==> config.mk <==
export PLATFORM = sky130hd
export DESIGN_NAME = lbgw_ctrl
export DESIGN_NICKNAME = d
export VERILOG_FILES = /design/src/sv/lbgw_pkg.sv /design/src/sv/lbgw_ctrl.sv
export SDC_FILE = /design/constraint.sdc
export NUM_CORES = 1
export LEC_CHECK = 0
export ABC_AREA = 1
export BUFFER_PORTS_ARGS = -buffer_cell sky130_fd_sc_hd__buf_2
export CAP_MARGIN = 20
export CORE_AREA = 5 5 42 44
export DETAILED_ROUTE_END_ITERATION = 6
export DIE_AREA = 0 0 47 49
export MAX_ROUTING_LAYER = met4
export PLACE_DENSITY = 0.4
export RECOVER_POWER = 100
export SETUP_SLACK_MARGIN = 0.02
export SKIP_CTS_REPAIR_TIMING = 1
export SLEW_MARGIN = 20
export SYNTH_ARGS = -nofsm -noshare
export SYNTH_HDL_FRONTEND = slang
export SYNTH_SLANG_ARGS = --single-unit
export TNS_END_PERCENT = 100
==> constraint.sdc <==
create_clock -name clock -period 1.21 [get_ports clock]
set_input_delay 0.363 -clock clock [delete_from_list [all_inputs] [get_ports clock]]
set_output_delay 0.363 -clock clock [all_outputs]
set_load 0.005 [all_outputs]
==> src/sv/lbgw_pkg.sv <==
`default_nettype none
package lbgw_pkg;

   localparam int FrameWidth  = 320;
   localparam int FrameHeight = 240;
   localparam int FrameDepth  = FrameWidth * FrameHeight;
   localparam int FrameAw     = $clog2(FrameDepth);
   localparam int ColW        = 9;
   localparam int RowW        = 8;
   localparam int RegDepth    = 256;
   localparam int RegAw       = 8;

   localparam logic [7:0] GramIndex  = 8'h22;
   localparam logic [7:0] EntryMode  = 8'h03;
   localparam logic [7:0] IdIndex    = 8'h00;
   localparam logic [7:0] DriverOut  = 8'h01;
   localparam logic [7:0] HAddrIndex = 8'h20;
   localparam logic [7:0] VAddrIndex = 8'h21;
   localparam logic [7:0] HStartIdx  = 8'h50;
   localparam logic [7:0] HEndIdx    = 8'h51;
   localparam logic [7:0] VStartIdx  = 8'h52;
   localparam logic [7:0] VEndIdx    = 8'h53;
   localparam logic [15:0] DeviceId  = 16'h9335;

   typedef enum logic [1:0] {
      ACT_CMD_WR = 2'd0,
      ACT_CMD_RD = 2'd1,
      ACT_DAT_WR = 2'd2,
      ACT_DAT_RD = 2'd3
   } action_type;

   typedef enum logic [2:0] {
      ST_CLEAR,
      ST_IDLE,
      ST_EXEC,
      ST_READ,
      ST_RESP
   } state_type;

   // controller to datapath
   typedef struct packed {
      logic clear_step;  // write zero at clear address and advance
      logic exec;        // carry out the held request
      logic fetch;       // frame read issued last cycle, data now valid
      logic capture;     // latch response byte
   } cmd_type;

   // datapath to controller
   typedef struct packed {
      logic clear_done;
      logic needs_fetch; // gram read that reloads the shift register
      logic has_resp;
   } status_type;

   function automatic logic [15:0] write_mask(input logic [7:0] r);
      logic [15:0] m;
      begin
         unique case (r)
            8'h01: m = 16'h0500; 8'h03: m = 16'hD0B8; 8'h04: m = 16'h0777;
            8'h05: m = 16'h0003; 8'h06: m = 16'h0001; 8'h07: m = 16'h313B;
            8'h08: m = 16'hFFFF; 8'h09: m = 16'h073F; 8'h0A: m = 16'h000F;
            8'h0C: m = 16'h7133; 8'h0D: m = 16'h01FF; 8'h0F: m = 16'h001B;
            8'h10: m = 16'h17F3; 8'h11: m = 16'h0777; 8'h12: m = 16'h008F;
            8'h13: m = 16'h1F00; 8'h20: m = 16'h00FF; 8'h21: m = 16'h01FF;
            8'h29: m = 16'h003F; 8'h2B: m = 16'h000F; 8'h30: m = 16'h0707;
            8'h31: m = 16'h0707; 8'h32: m = 16'h0707; 8'h35: m = 16'h0707;
            8'h36: m = 16'h1F0F; 8'h37: m = 16'h0707; 8'h38: m = 16'h0707;
            8'h39: m = 16'h0707; 8'h3C: m = 16'h0707; 8'h3D: m = 16'h1F0F;
            8'h50: m = 16'h00FF; 8'h51: m = 16'h00FF; 8'h52: m = 16'h01FF;
            8'h53: m = 16'h01FF; 8'h60: m = 16'hBF3F; 8'h61: m = 16'h0007;
            8'h6A: m = 16'h01FF; 8'h80: m = 16'h01FF; 8'h81: m = 16'h01FF;
            8'h82: m = 16'h01FF; 8'h83: m = 16'h01FF; 8'h84: m = 16'h01FF;
            8'h85: m = 16'h01FF; 8'h90: m = 16'h031F; 8'h92: m = 16'h0700;
            8'h95: m = 16'h0300; 8'h97: m = 16'h0F00; 8'hA1: m = 16'h083F;
            8'hA2: m = 16'h0001; 8'hA3: m = 16'h0003; 8'hA4: m = 16'hF7FF;
            8'hA5: m = 16'hFFFF; 8'hE2: m = 16'h9FFF; 8'hE3: m = 16'hF0FF;
            8'hE4: m = 16'h1F3C; 8'hE5: m = 16'h1FC7; 8'hE6: m = 16'h0001;
            8'hE7: m = 16'h3FFF; 8'hE8: m = 16'h003F; 8'hE9: m = 16'h000F;
            8'hEA: m = 16'hFFFF; 8'hEB: m = 16'hB37F; 8'hEC: m = 16'h7FFF;
            8'hED: m = 16'h7FFF; 8'hEE: m = 16'h0F7F; 8'hEF: m = 16'hFB37;
            8'hFE: m = 16'h0001; 8'hFF: m = 16'h000F;
            default: m = 16'hFFFF;
         endcase
         return m;
      end
   endfunction

endpackage
`default_nettype wire

==> src/sv/lbgw_ctrl.sv <==
`default_nettype none
module lbgw_ctrl (
   input  wire logic               clock,
   input  wire logic               reset,
   input  wire logic               req_valid,
   output logic                    req_stall,
   output logic                    rsp_valid,
   input  wire logic               rsp_stall,
   input  wire lbgw_pkg::status_type status,
   output lbgw_pkg::cmd_type       cmd
);
   import lbgw_pkg::*;

   state_type state_ff, state_in;

   always_ff @(posedge clock) begin
      if (reset) begin
         state_ff <= ST_CLEAR;
      end else begin
         state_ff <= state_in;
      end
   end

   always_comb begin
      state_in  = state_ff;
      cmd       = '0;
      req_stall = 1'b1;
      rsp_valid = 1'b0;
      unique case (state_ff)
         ST_CLEAR: begin
            cmd.clear_step = 1'b1;
            if (status.clear_done) begin
               state_in = ST_IDLE;
            end
         end
         ST_IDLE: begin
            req_stall = 1'b0;
            if (req_valid) begin
               state_in = ST_EXEC;
            end
         end
         ST_EXEC: begin
            cmd.exec    = 1'b1;
            cmd.capture = status.has_resp;
            priority if (status.needs_fetch) begin
               state_in = ST_READ;
            end else if (status.has_resp) begin
               state_in = ST_RESP;
            end else begin
               state_in = ST_IDLE;
            end
         end
         ST_READ: begin
            cmd.fetch = 1'b1;
            state_in  = ST_RESP;
         end
         ST_RESP: begin
            rsp_valid = 1'b1;
            if (!rsp_stall) begin
               state_in = ST_IDLE;
            end
         end
         default: state_in = ST_IDLE;
      endcase
   end

endmodule
`default_nettype wire

# Word level (Yosys, flattened, before mapping)
# Index checks and enable logic that the tools add are counted.
dict set report classes {
  reduce_logical 2
  muxes 12
  eq_ne 7
}
# op n
set op_table {}
lappend op_table {{$mux 3} 5}
lappend op_table {{$pmux 3 s5} 1}
lappend op_table {{$eq 3x2->1 const B} 2}
lappend op_table {{$mux 1} 6}
lappend op_table {{$ne 2x2->1 const B} 3}
lappend op_table {{$eq 3x1->1 const B} 1}
lappend op_table {{$eq 3x3->1 const B} 1}
lappend op_table {{$logic_not 3->1} 1}
lappend op_table {{$reduce_and 3->1} 1}
dict set report totals {
  regBits 3
  elab_cells 22
  input_bits 7
  out_inout_bits 6
}

# Depth between registers and ports, before layout
dict set report depth {
  ltp_word 3
  mapped_depth 7
  depth_no_buf 7
}

# Least setup slack after synthesis
# No wires, ideal clock.
dict set report synth_path {
  path_kind {register to output}
  startpoint {reg state_ff[2]}
  endpoint {out cmd[0] in the netlist's numbering}
  arrival_time_ps 650
  required_time_ps 847
  stages_incl_launch_ff 4
  setup_slack_ps 197
  n_path_buf 0
  cell_sequence {dfxtp_1 inv_2 nand2_2 nor3_1}
}
# element line_no
set synth_rtl {}
lappend synth_rtl {{start, declared} lbgw_ctrl.sv:14} ;# state_type state_ff, state_in;
lappend synth_rtl {{start signal, assigned} lbgw_ctrl.sv:20} ;# state_ff <= state_in;
lappend synth_rtl {{end, declared} lbgw_ctrl.sv:10} ;# output lbgw_pkg::cmd_type cmd

==> impl_results.md <==
* Outcome: complete, but fails checks
* Failing checks: setup timing
* Setup TNS at -0.555 ns
* Tcrit/Tclk final at 110%
* Post-Route Skew at 0.00157 ns
* Final Hold Fails at 0
* Layout cells sized above 1 at 69.6%
* Clock sink count at 3
* FILL cells at about 170
* Number of I/O port buffers at 12
* Synth Warn # at 0
* Post-DP HPWL at 521 µm
* RSZ-0062 raised after global routing: yes
* CTS tree: done
* Slowest stage delay, CP at ~0.36 ns
* Worst ir drop on vdd at 0.513 mV
* Chip height at 49 µm
* DRC viols at 0
* Average via count per standard cell at 3.94
* Net count, final at 64
* HP Start: reset
* First-pass GRT wire length at 972 µm
* Final min period at ~1.3 ns
* Max Cap Viol at 0
* Tightest Pin Transition at 0.245 ns
* H-Tree Depth at 1
* Sequential-to-total area share from yosys stat at 25.1%
* Number of global-route vias before repair at 257
* Sequential power share at around 25%
* Max reg flops at 3
* TritonCTS Buffers at 3
* DP Area at 334 µm²
* Die ar. at 2300 µm²
* Routability congestion estimate at 0.725
* Cell Chain, Critical Path: inv_4 > nand2_2 > nor2_2 > buf_2
* Max Clk Rate at 0.754 GHz
* Worst Path Buf+Inv at 2
* # setup viols final at 6
* Via count at 284
* Critical Path RT at 0.85 ns
* Switching power total at around 240 µW
* CTS root buf: clkbuf_4
* Row Count at 14
* N_diodes at 0
* Slew margin rel. at 83.5%
* Syn_nets at between 40 and 50
* Critical path's top delay family: flip-flops
* Clk buf depth at 2
* Antenna violations before repair at 0
* Drt first pass iters at 2
* Post-route cell area at 397 µm²
* Core area at 1400 µm²
* Flops & latches, synth at 3
* Logic pwr share at between 40% and 50%
* FF-to-FF Start: state_ff[0]
* Largest regs: state_ff: 3 flops
* Crit start category: flop
* Critical Path Start: state_ff[2]
* Worst setup margin at -0.117 ns
* Clock share of power at 27.3%
* Reg with most FFs: state_ff
* Pwr Density at roughly 1600 nW/µm²
* Layout area overhead at 66.0%
* Top-Level Pins at 13
* Hold_ws at roughly 0.29 ns
* Crit path DAT at between 0.9 and 1 ns
* Routed WL at 613 µm
* Post-route ant nets at 0
* Congestion Overflow GR at 0
* Switching share of power at between 30% and 40%
* GR Util All Layers at 6.13%
* Library cells used by synthesis at 13
* Clock Pin Slew Worst Setup and Hold Paths at 0.04 ns
* Crit path capture type: output port
* Hold crit path type: in2reg
* Worst skew pair latency at between 0.2 and 0.25 ns
* Initial core utilization at 17.1%
* CP Max Fanout at 5
* Pin count of the biggest net entering global routing at 6
* Slew Viols, Final at 0
* Worst Path Class, Setup: reg2out
* Internal Power at 394 µW
* Synthesized area at 239 µm²
* WL per Instance at around 8.5 µm
* Static Leak at between 0.00015 and 0.0002 µW
* Die Wd at 47 µm
* Mean Syn Cell Area at 6.64 µm²
* Iter 0 DRT Violations at 3
* Critical path's slowest cell: dfxtp_4
* Cells after synthesis at 36
## worst reg2reg max path: stages, from the launching register on
cell     delay [ns]
dfxtp_4        0.37
nor2_4         0.05
buf_4          0.13
nand3_1        0.12
nand3_1        0.15
nor2_2         0.12
nor2_2         0.03
## cell type report
type                            instances  area, µm²  area share [%]
Clock buffer                            4       26.3            6.62
Inverter                                8       32.5            8.20
Multi-Input combinational cell         25        159            40.1
Tap cell                               16       20.0            5.05
Sequential cell                         3       68.8            17.4
Timing Repair Buffer                   16       90.1            22.7
## power by group through the flow
stage | logic [µW] | clock network (µW) | registers [µW]
3_3_place_gp | 269 | 0 | 148
5_1_grt | 340 | 199 | 166
6_report | 301 | 174 | 161
2_1_floorplan | 177 | 0 | 144
3_5_place_dp | 266 | 0 | 148
4_1_cts | 268 | 185 | 147
## path summary, 6_finish.rpt
path | end | slack, ns | depth (start not counted)
min reg2reg | state_ff[2] | 0.54 | 2
max | cmd[2] | -0.12 | 4
max reg2reg | state_ff[1] | 0.13 | 6
min | state_ff[2] | 0.29 | 2
## stage by stage
step	setup slack (ns)	power, µW	util [%]	std cells
floorplan	0.197	321	-	36
global placement	0.0517	417	23.8	66
detailed placement	0.0600	414	23.8	66
CTS	-0.201	599	25.7	70
global route	-0.193	705	28.3	72
finish	-0.117	636	28.3	72
## layer usage
| layer | global-route usage [%] | up-vias | part of all wire, % |
|---|---|---|---|
| met1 | 7.89 | 123 | 43 |
| met2 | 7.47 | 10 | 46 |
| met3 | 3.69 | 0 | 10 |
| met4 | 2.76 | 0 | 0 |
| li1 | - | 151 | - |
| met5 | - | - | 0 |
## kinds of logic (layout without fill, tap and decap cells)
family | count (synthesis) | count (layout) | share of synthesized area [%]
compound gates | 2 | 2 | 4.18
buf+inv | 8 | 28 | 12.6
flops | 3 | 3 | 25.1
simple gates | 23 | 23 | 58.1
## cell usage after synthesis
library cell  n  share of area, %
a21oi_1       1               2.1
nor2_2        7                18
inv_1         6               9.4
dfxtp_1       3                25
inv_2         2               3.1
nand3_2       3                13
nand2_2       3               7.9
nor3_1        1               2.1
o21ai_0       1               2.1
nand3_1       4               8.4
nor2_1        3               4.7
nand2_1       1               1.6
nand4_1       1               2.6
## layout by cell type (no fill, tap or decap)
master / count
a21oi_1: 1
nand3_2: 1
inv_1: 5
nor2_2: 6
inv_2: 2
nor2_4: 2
nor3_2: 1
o21ai_0: 1
clkbuf_4: 3
dfxtp_4: 2
nand4_1: 1
inv_4: 1
buf_2: 12
nand3_1: 6
buf_4: 4
nor2_1: 2
nand2_2: 4
dfxtp_2: 1
clkbuf_1: 1
No activity file was read; power rests on OpenSTA's default activity.
